==> src/hdl/tcce_pkg.sv <==
// Shared types, codes and constants of the text console character engine.
package tcce_pkg;

  // Default screen geometry
  localparam int DEF_ROWS       = 25;
  localparam int DEF_COLS       = 80;
  localparam int DEF_CLOCK_COLS = 65;

  // Port widths
  localparam int CHAR_W      = 8;
  localparam int IDX_W       = 11;
  localparam int ROW_OUT_W   = 5;
  localparam int COL_OUT_W   = 7;
  localparam int CELL_W      = 16;
  localparam int IN_TDATA_W  = 24;
  localparam int OUT_TDATA_W = 32;

  // Cell values
  localparam logic [CELL_W-1:0] ATTR_WHITE = 16'h0F00;
  localparam logic [CELL_W-1:0] BLANK_CELL = 16'h0F20;

  // Command codes carried in tuser
  localparam logic CMD_PUT  = 1'b0;
  localparam logic CMD_READ = 1'b1;

  // Character codes
  localparam logic [CHAR_W-1:0] CH_BS         = 8'd8;
  localparam logic [CHAR_W-1:0] CH_TAB        = 8'd9;
  localparam logic [CHAR_W-1:0] CH_NL         = 8'd10;
  localparam logic [CHAR_W-1:0] CH_FF         = 8'd12;
  localparam logic [CHAR_W-1:0] CH_CR         = 8'd13;
  localparam logic [CHAR_W-1:0] CH_PRINT_LO   = 8'd32;
  localparam logic [CHAR_W-1:0] CH_PRINT_HI   = 8'd126;

  localparam int TAB_STEP_LOG2 = 3;

  // Entries in the queue between front and back
  localparam int QUEUE_DEPTH = 2;

  typedef enum logic [2:0] {
    OP_NOP,
    OP_PUT,
    OP_BS,
    OP_TAB,
    OP_NL,
    OP_CR,
    OP_FF,
    OP_READ
  } op_t;

  typedef enum logic [2:0] {
    ST_INIT,
    ST_IDLE,
    ST_READ,
    ST_SCROLL,
    ST_FILL
  } state_t;

  typedef struct packed {
    op_t              op;
    logic [CHAR_W-1:0] ch;
    logic [IDX_W-1:0]  idx;
  } q_entry_t;

  typedef struct packed {
    logic [CELL_W-1:0]    data;
    logic [COL_OUT_W-1:0] col;
    logic [ROW_OUT_W-1:0] row;
  } out_item_t;

endpackage

==> src/hdl/tcce_front.sv <==
// Front end: accepts input items and classifies them into queue entries.
module tcce_front #(
  parameter int ROWS = tcce_pkg::DEF_ROWS,
  parameter int COLS = tcce_pkg::DEF_COLS
) (
  input  logic                            in_tvalid,
  output logic                            in_tready,
  // tdata: char_code [7:0], cell_index [18:8], zero pad [23:19]
  input  logic [tcce_pkg::IN_TDATA_W-1:0] in_tdata,
  // tuser: cmd [0]
  input  logic [0:0]                      in_tuser,
  input  logic                            init_busy,
  input  logic                            q_full,
  output logic                            q_push,
  output tcce_pkg::q_entry_t              q_entry
);
  import tcce_pkg::*;

  localparam int CELLS = ROWS * COLS;

  logic [CHAR_W-1:0] ch;
  logic [IDX_W-1:0]  idx;

  assign ch  = in_tdata[CHAR_W-1:0];
  assign idx = in_tdata[CHAR_W +: IDX_W];

  // Hold off while the screen is cleared after reset
  assign in_tready = !init_busy && !q_full;
  assign q_push    = in_tvalid && in_tready;

  always_comb begin
    q_entry.ch  = ch;
    q_entry.idx = idx;
    if (in_tuser[0] == CMD_READ) begin
      // A read beyond the screen changes nothing and returns zero
      q_entry.op = (32'(idx) < CELLS) ? OP_READ : OP_NOP;
    end else if (ch >= CH_PRINT_LO && ch <= CH_PRINT_HI) begin
      q_entry.op = OP_PUT;
    end else begin
      case (ch)
        CH_BS:   q_entry.op = OP_BS;
        CH_TAB:  q_entry.op = OP_TAB;
        CH_NL:   q_entry.op = OP_NL;
        CH_CR:   q_entry.op = OP_CR;
        CH_FF:   q_entry.op = OP_FF;
        default: q_entry.op = OP_NOP;
      endcase
    end
  end

endmodule

==> config.mk <==
export PLATFORM = sky130hd
export DESIGN_NAME = tcce_front
export DESIGN_NICKNAME = d
export VERILOG_FILES = /design/src/hdl/tcce_pkg.sv /design/src/hdl/tcce_front.sv
export SDC_FILE = /design/constraint.sdc
export NUM_CORES = 1
export LEC_CHECK = 0
export BUFFER_PORTS_ARGS = -buffer_cell sky130_fd_sc_hd__buf_2
export CORE_AREA = 2 2 39 41
export DETAILED_ROUTE_END_ITERATION = 8
export DIE_AREA = 0 0 41 43
export GPL_TIMING_DRIVEN = 1
export PLACE_DENSITY = 0.69
export SLEW_MARGIN = 40
export SYNTH_ARGS = -nofsm -noshare
export SYNTH_HDL_FRONTEND = slang
export SYNTH_SLANG_ARGS = --single-unit
==> constraint.sdc <==
create_clock -name vclk -period 0.8
set_input_delay 0 -clock vclk [all_inputs]
set_output_delay 0 -clock vclk [all_outputs]
set_load 0.02 [all_outputs]
==> impl_metrics.env <==
export IMPL_top_layer="met3"
export IMPL_nClkBuffers=0
export IMPL_most_instantiated_library_cell_after_synthesis="sky130_fd_sc_hd__buf_4"
export IMPL_synth_cell_area_sq_um=273
export IMPL_numSequentialCells=0
export IMPL_finalSetupViolations=0
export IMPL_p_int_mw=0.115
export IMPL_synth_seq_area_share=0
export IMPL_overflow=0
export IMPL_hold_fails_final_rpt=0
export IMPL_final_seq_area_sq_um=0
export IMPL_gp_congestion=0.605
export IMPL_antenna_left=0
export IMPL_yosys_top_cells_area="sky130_fd_sc_hd__buf_4, sky130_fd_sc_hd__o21ai_0, sky130_fd_sc_hd__nand4_1"
export IMPL_cp_arrival_ns=0.79
export IMPL_synth_largest_area_cell="sky130_fd_sc_hd__buf_4"
export IMPL_worst_slew_pin_slew_ns=0.216
export IMPL_max_slew_margin=0.855
export IMPL_critical_path_class="in -> out"
export IMPL_met2_wirelength_microns=380
export IMPL_route_layer_met1_wl_microns=271
export IMPL_drv_slew=0
export IMPL_core_rowCount=14
export IMPL_total_leakage_power_nw=0.217
export IMPL_worstPathRequired_ns=0.80
export IMPL_num_io_pins=52
export IMPL_chipWidth_microns=41
export IMPL_finalWirelength_microns=745
export IMPL_grt_start_max_net_pins=6
export IMPL_vias_in_the_first_global_route=254
export IMPL_detailedPlacementHpwl_microns=606
export IMPL_layout_nets=93
export IMPL_total_routing_resource_utilization_after_global_routing=0.0699
export IMPL_drt_wirelength_per_cell_microns=9.43
export IMPL_wl_met3_microns=93
export IMPL_wire_length_of_the_first_global_routing_pass_microns=931
export IMPL_synth_largest_type_area_fraction=0.523
export IMPL_maximum_capacitance_violations=0
export IMPL_power_switching_share=0.558
export IMPL_min_delay_path_class="in -> out"
export IMPL_critical_path_startpoint_type="input pin"
export IMPL_floorplan_die_area_sq_um=1760
export IMPL_sequential_group_share_of_total_power=0
export IMPL_switching_power_mw=0.145
export IMPL_core_box_area_sq_um=1380
export IMPL_cp_end_kind="output pin"
export IMPL_critPathLaunch="in_tdata[5]"
export IMPL_worstSetupEndpoint="q_entry[19]"
export IMPL_syn_num_nets=69
export IMPL_run_status="completed"
export IMPL_synthDistinctLibCells=15
export IMPL_irDropWorstVdd_v=0.000198
export IMPL_power_per_cell_area_nw_per_um2=637
export IMPL_maxClockFrequency_ghz=1.27
export IMPL_yosysWarnings=0
export IMPL_route_detailed_drc=0
export IMPL_mapped_cells=41
export IMPL_quantity_of_i_o_buffers_inserted_on_ports=39
export IMPL_post_synth_cell_area_avg_sq_um=6.65
export IMPL_post_route_core_utilization=0.294
export IMPL_drt_iter0_drc=0
export IMPL_post_route_cells_drive_above_1_share=0.714
export IMPL_clockPowerShare=0
export IMPL_synth_top_cells_by_count="sky130_fd_sc_hd__buf_4, sky130_fd_sc_hd__o21ai_0, sky130_fd_sc_hd__nor2_1"
export IMPL_rsz0062_at_grt="true"
export IMPL_cp_max_fo=2
export IMPL_finalPower_mw=0.259
export IMPL_antenna_fix_cells=0
export IMPL_finalWorstPathRequiredPeriod_ns=0.786
export IMPL_drt_pass1_iterations=1
export IMPL_detailroute_via_count=332
export IMPL_combPwrFrac=1.000
export IMPL_area_growth_synth_to_final_pct=49.1
export IMPL_detail_route_vias_per_cell=4.20
export IMPL_grt_antenna_before_repair=0
export IMPL_fin_crit_sh=0.982
export IMPL_hold_buffer_count_at_cts=0
export IMPL_start_util=0.197
export IMPL_die_height_microns=43
[logic make-up after synthesis]
kind of cell,after synthesis,share of synthesized area
buf+inv,20,0.537
simple gates,12,0.257
compound gates,9,0.206
[placed cells by master (no fill, tap or decap), types with 2 or more instances in the layout]
master,count
sky130_fd_sc_hd__nand2_1,2
sky130_fd_sc_hd__nand4_1,2
sky130_fd_sc_hd__nor2_1,3
sky130_fd_sc_hd__buf_2,34
sky130_fd_sc_hd__o21ai_1,4
sky130_fd_sc_hd__buf_6,4
sky130_fd_sc_hd__buf_4,3
[cell type report]
class / instances / area (sq um)
Fill cell: 160 / 977
Multi-Input combinational cell: 21 / 145
Tap cell: 16 / 20.0
Timing Repair Buffer: 41 / 238
Inverter: 1 / 3.75
[repair_timing]
action | in CTS | in global routing
resized for setup | 1 | 14
setup endpoints to repair | 1 | 3
buffers inserted | 0 | 0
pin swaps | 3 | 3
[worst min path at each step]
stage,startpoint,to,cells past startpoint
finish,in_tdata[9],q_entry[1],0
global placement,in_tdata[8],q_entry[0],0
CTS,in_tdata[8],q_entry[0],0
detailed placement,in_tdata[8],q_entry[0],0
global route,in_tdata[9],q_entry[1],0
floorplan,init_busy,in_tready,1
[through the flow]
stage | cells | hold WS, ns | worst slack, ns | area (sq um) | TNS (ns)
3_3_place_gp | 79 | 0.000137 | -0.00444 | 360 | -0.00444
5_1_grt | 79 | 0.0000562 | -0.0380 | 407 | -0.0415
3_5_place_dp | 79 | 0.000137 | -0.0220 | 360 | -0.0220
4_1_cts | 79 | 0.000137 | 0.00828 | 363 | 0
6_report | 79 | 0.00000881 | 0.0142 | 407 | 0
2_1_floorplan | 41 | 0.0796 | 0.0228 | 273 | 0
[per-layer routing]
layer  global-route usage  vias to the layer above
met5                    0                        -
met4              0.00667                        0
met3                    0                        0
met2                0.128                       26
met1               0.0886                      134
li1                     -                      172
[critical path: stages]
cell	delay, ns
sky130_fd_sc_hd__buf_6	0.10
sky130_fd_sc_hd__nor3b_4	0.22
sky130_fd_sc_hd__a41oi_2	0.14
sky130_fd_sc_hd__a22oi_2	0.18
sky130_fd_sc_hd__buf_6	0.14
[power by group through the flow]
stage | Sequential [mW] | Combinational, mW | Clock [mW]
2_1_floorplan | 0 | 0.191 | 0
3_3_place_gp | 0 | 0.228 | 0
3_5_place_dp | 0 | 0.231 | 0
4_1_cts | 0 | 0.234 | 0
5_1_grt | 0 | 0.280 | 0
6_report | 0 | 0.259 | 0
Note: power is estimated with default switching activity, not from simulation.
