## config.mk

```make
export PLATFORM = sky130hd
export DESIGN_NAME = tcce_queue
export DESIGN_NICKNAME = d
export VERILOG_FILES = /design/src/hdl/tcce_pkg.sv /design/src/hdl/tcce_queue.sv
export SDC_FILE = /design/constraint.sdc
export NUM_CORES = 1
export LEC_CHECK = 0
export ABC_CLOCK_PERIOD_IN_PS = 2400
export BUFFER_PORTS_ARGS = -buffer_cell sky130_fd_sc_hd__buf_2
export CORE_MARGIN = 2
export CORE_UTILIZATION = 37
export CTS_CLUSTER_DIAMETER = 150
export DETAILED_ROUTE_END_ITERATION = 7
export PLACE_DENSITY = 0.63
export SLEW_MARGIN = 20
export SYNTH_ARGS = -nofsm -noshare
export SYNTH_HDL_FRONTEND = slang
export SYNTH_SLANG_ARGS = --single-unit
```

## constraint.sdc

```tcl
create_clock -name clk -period 2.4 [get_ports clk]
set_input_delay 0.48 -clock clk [delete_from_list [all_inputs] [get_ports clk]]
set_output_delay 0.48 -clock clk [all_outputs]
set_load 0.05 [all_outputs]
```

## src/hdl/tcce_pkg.sv

```systemverilog
// Shared types, codes and constants of the text console character engine.
package tcce_pkg;

  // Default screen geometry
  localparam int DEF_ROWS       = 25;
  localparam int DEF_COLS       = 80;
  localparam int DEF_CLOCK_COLS = 65;

  // Port widths
  localparam int CHAR_W      = 8;
  localparam int IDX_W       = 11;
  localparam int ROW_OUT_W   = 5;
  localparam int COL_OUT_W   = 7;
  localparam int CELL_W      = 16;
  localparam int IN_TDATA_W  = 24;
  localparam int OUT_TDATA_W = 32;

  // Cell values
  localparam logic [CELL_W-1:0] ATTR_WHITE = 16'h0F00;
  localparam logic [CELL_W-1:0] BLANK_CELL = 16'h0F20;

  // Command codes carried in tuser
  localparam logic CMD_PUT  = 1'b0;
  localparam logic CMD_READ = 1'b1;

  // Character codes
  localparam logic [CHAR_W-1:0] CH_BS         = 8'd8;
  localparam logic [CHAR_W-1:0] CH_TAB        = 8'd9;
  localparam logic [CHAR_W-1:0] CH_NL         = 8'd10;
  localparam logic [CHAR_W-1:0] CH_FF         = 8'd12;
  localparam logic [CHAR_W-1:0] CH_CR         = 8'd13;
  localparam logic [CHAR_W-1:0] CH_PRINT_LO   = 8'd32;
  localparam logic [CHAR_W-1:0] CH_PRINT_HI   = 8'd126;

  localparam int TAB_STEP_LOG2 = 3;

  // Entries in the queue between front and back
  localparam int QUEUE_DEPTH = 2;

  typedef enum logic [2:0] {
    OP_NOP,
    OP_PUT,
    OP_BS,
    OP_TAB,
    OP_NL,
    OP_CR,
    OP_FF,
    OP_READ
  } op_t;

  typedef enum logic [2:0] {
    ST_INIT,
    ST_IDLE,
    ST_READ,
    ST_SCROLL,
    ST_FILL
  } state_t;

  typedef struct packed {
    op_t              op;
    logic [CHAR_W-1:0] ch;
    logic [IDX_W-1:0]  idx;
  } q_entry_t;

  typedef struct packed {
    logic [CELL_W-1:0]    data;
    logic [COL_OUT_W-1:0] col;
    logic [ROW_OUT_W-1:0] row;
  } out_item_t;

endpackage

```

## src/hdl/tcce_queue.sv

```systemverilog
// Short queue of classified items between the front and the back.
module tcce_queue (
  input  logic               clk,
  input  logic               rst_n,
  input  logic               push,
  input  tcce_pkg::q_entry_t push_entry,
  output logic               full,
  input  logic               pop,
  output logic               head_valid,
  output tcce_pkg::q_entry_t head_entry
);
  import tcce_pkg::*;

  localparam int PTR_W = (QUEUE_DEPTH > 1) ? $clog2(QUEUE_DEPTH) : 1;
  localparam int CNT_W = $clog2(QUEUE_DEPTH + 1);

  q_entry_t         entries_r [QUEUE_DEPTH];
  logic [PTR_W-1:0] wr_ptr_r, wr_ptr_nxt;
  logic [PTR_W-1:0] rd_ptr_r, rd_ptr_nxt;
  logic [CNT_W-1:0] count_r, count_nxt;

  assign full       = (count_r == CNT_W'(QUEUE_DEPTH));
  assign head_valid = (count_r != '0);
  assign head_entry = entries_r[rd_ptr_r];

  always_comb begin
    wr_ptr_nxt = wr_ptr_r;
    rd_ptr_nxt = rd_ptr_r;
    count_nxt  = count_r;
    if (push) begin
      wr_ptr_nxt = (wr_ptr_r == PTR_W'(QUEUE_DEPTH - 1)) ? '0 : wr_ptr_r + PTR_W'(1);
    end
    if (pop) begin
      rd_ptr_nxt = (rd_ptr_r == PTR_W'(QUEUE_DEPTH - 1)) ? '0 : rd_ptr_r + PTR_W'(1);
    end
    if (push && !pop) begin
      count_nxt = count_r + CNT_W'(1);
    end else if (pop && !push) begin
      count_nxt = count_r - CNT_W'(1);
    end
  end

  always_ff @(posedge clk) begin
    if (!rst_n) begin
      wr_ptr_r <= '0;
      rd_ptr_r <= '0;
      count_r  <= '0;
    end else begin
      wr_ptr_r <= wr_ptr_nxt;
      rd_ptr_r <= rd_ptr_nxt;
      count_r  <= count_nxt;
    end
  end

  always_ff @(posedge clk) begin
    if (push) begin
      entries_r[wr_ptr_r] <= push_entry;
    end
  end

endmodule

```

==> results_dict.tcl <==
set metrics [dict create \
    gr-total-overflow 0 \
    peakVddDrop_v 0.000420 \
    routedWlPerCell_um 14.9 \
    postCtsSetupBuffers 0 \
    startpoint_type "flop" \
    worst-r2r-cell-count 3 \
    fin_tns_setup_ns 0 \
    swShare 0.272 \
    ios 50 \
    htree_levels 2 \
    layoutNonFillerInstCount 204 \
    fin_crit_ns 2.05 \
    ys_ff_latch 49 \
    insertion_delay_ns 0.30 \
    ctsHoldBuffers 0 \
    end_kind "primary output" \
    remaining_drc_errors 0 \
    slew_violations 0 \
    ant_nets 0 \
    clkTransAtPathRegs_ns 0.09 \
    cts_tree "yes" \
    antenna_found_initial 0 \
    r2r_slack_ns 1.35 \
    combPwrFrac 0.179 \
    cts_made_buffers 5 \
    rows 25 \
    fp.dieH_um 73.8 \
    finClkSkew_ns 0.00540 \
    tightest_slew_ns 0.274 \
    place.port_buffers 49 \
    dpl.cell_count 196 \
    antenna_cells 0 \
    rsz0062_at_grt "no" \
    p_sw_mw 0.523 \
    cp.arrival_ns 1.57 \
    synth_compound_area_frac 0.0111 \
    ys_types 16 \
    cts-root-buf "clkbuf_8" \
    crit_required_ns 1.92 \
    synth_top_family_by_area "multiplexers" \
    setup_violations 0 \
    clockBufferDepth 2 \
    synthToLayoutAreaGrowth_pct 25.4 \
    gp_congestion 0.650 \
    die_w_um 73.8 \
    max_freq_mhz 487 \
    yosys.area_share.simple 0.0327 \
    finalHoldViolCount 0 \
    syn_inst 90 \
    vias 965 \
    synth_xor_area_frac 0.0146 \
    clock_sinks 49 \
    maxCapViolations 0 \
    die_area_um2 5440 \
    grt_max_degree 21 \
    coreArea_um2 4690 \
    p_int_mw 1.40 \
    crit_fanout 20 \
    synthMuxAreaShare 0.138 \
    netlist_area_um2 1800 \
    slew_headroom 0.818 \
    syn_nets 117 \
    hold-path-cell-count 1 \
    hold_path_class "in2reg" \
    routed_wl_um 3040 \
    ys_warn_count 0 \
    dp_hpwl_um 2150 \
    start_util 0.384 \
    drt_iter0_drc 37 \
    crit_type "reg2out" \
    yosys.area_share.adder 0.00695 \
    power_frac_clock 0.303 \
    syn_area_per_cell_um2 20.0 \
    drt-pass1-iter-count 2 \
    grt_pass1_vias 996 \
    grt_pass1_wl_um 4640 \
    layout-drive-gt1-share 0.580 \
    final_nets 176 \
    grt_usage 0.121 \
    leakage_nw 0.872 \
    outcome "complete, no violations" \
    period_share 0.855 \
    p_seq_frac 0.518 \
    yosysSeqAreaShare 0.789 \
    avgViaCountPerCell 4.73 \
    power_density_nw_per_um2 851 \
    cts-resized-gates 0 \
]
==> through the flow <==
step	area, µm²	utilization	power, mW	worst slack, ns	hold WS [ns]
3_5_place_dp	2140	0.457	1.36	0.669	0.505
3_3_place_gp	2140	0.457	1.35	0.689	0.474
4_1_cts	2260	0.481	1.95	0.326	0.349
5_1_grt	2260	0.481	2.00	0.277	0.339
2_1_floorplan	1800	-	1.27	0.464	0.461
6_report	2260	0.481	1.92	0.349	0.361
==> flip-flops by register name (all words and copies together), names as in the netlist, named ones only <==
name and count:
entries_r 44, count_r 2, rd_ptr_r 1, wr_ptr_r 1
==> path summary, 6_finish.rpt <==
check | start | to
setup / recovery | flop | head_entry[19]
hold / removal | push_entry[6] | entries_r[1][6]
setup reg to reg | count_r[0] | count_r[1]
hold reg to reg | count_r[1] | count_r[1]
==> power groups by stage <==
stage,Clock [mW],Combinational [mW],Sequential [mW]
6_report,0.582,0.344,0.997
5_1_grt,0.639,0.363,1.00
4_1_cts,0.602,0.350,0.997
3_5_place_dp,0,0.348,1.02
3_3_place_gp,0,0.342,1.01
2_1_floorplan,0,0.259,1.01
==> cells by family after synthesis <==
group,count (synthesis)
mux,22
buf+inv,3
compound gates,3
fa+ha+maj,1
simple gates,9
xor+xnor,3
flops,49
==> critical path: stages, from the launching register on <==
cell and delay [ns]:
dfxtp_1 0.38, buf_4 0.30, mux2_2 0.38, buf_2 0.21
==> synthesized netlist by cell type <==
cell / number / share of area
dfxtp_1: 5 / 0.056
a21boi_1: 1 / 0.0042
o21ai_0: 1 / 0.0028
or3_1: 1 / 0.0035
o21a_1: 1 / 0.0042
buf_2: 2 / 0.0056
and2b_2: 1 / 0.0049
edfxtp_1: 44 / 0.73
mux2_2: 22 / 0.14
nor2b_1: 2 / 0.0069
or2_2: 1 / 0.0035
and2_1: 4 / 0.014
xnor2_1: 1 / 0.0049
inv_1: 1 / 0.0021
ha_1: 1 / 0.0069
xor2_1: 2 / 0.0097
==> layout make-up <==
| type | count | area (µm²) |
|---|---|---|
| Tap cell | 54 | 67.6 |
| Fill cell | 421 | 2430 |
| Sequential cell | 49 | 1420 |
| Timing Repair Buffer | 54 | 283 |
| Multi-Input combinational cell | 38 | 368 |
| Clock buffer | 5 | 68.8 |
| Inverter | 1 | 3.75 |
| Clock inverter | 3 | 46.3 |
==> per-layer routing <==
layer | vias to the layer above | wire length [µm] | global-route usage | share of wire
met1 | 470 | 1180 | 0.133 | 0.39
met4 | 0 | 51 | 0.0485 | 0.017
met2 | 30 | 1610 | 0.206 | 0.53
met5 | - | 0 | 0 | 0
li1 | 458 | - | - | -
met3 | 7 | 205 | 0.0521 | 0.067
==> layout by cell type, fill, tap and decap left out, types with 2 or more instances in the layout <==
master,synthesis,layout
dfxtp_1,5,5
buf_2,2,49
and2_1,4,4
clkbuf_8,0,5
edfxtp_1,44,44
xor2_1,2,2
buf_4,0,5
mux2_2,22,22
(Power assumes the default switching activity.)
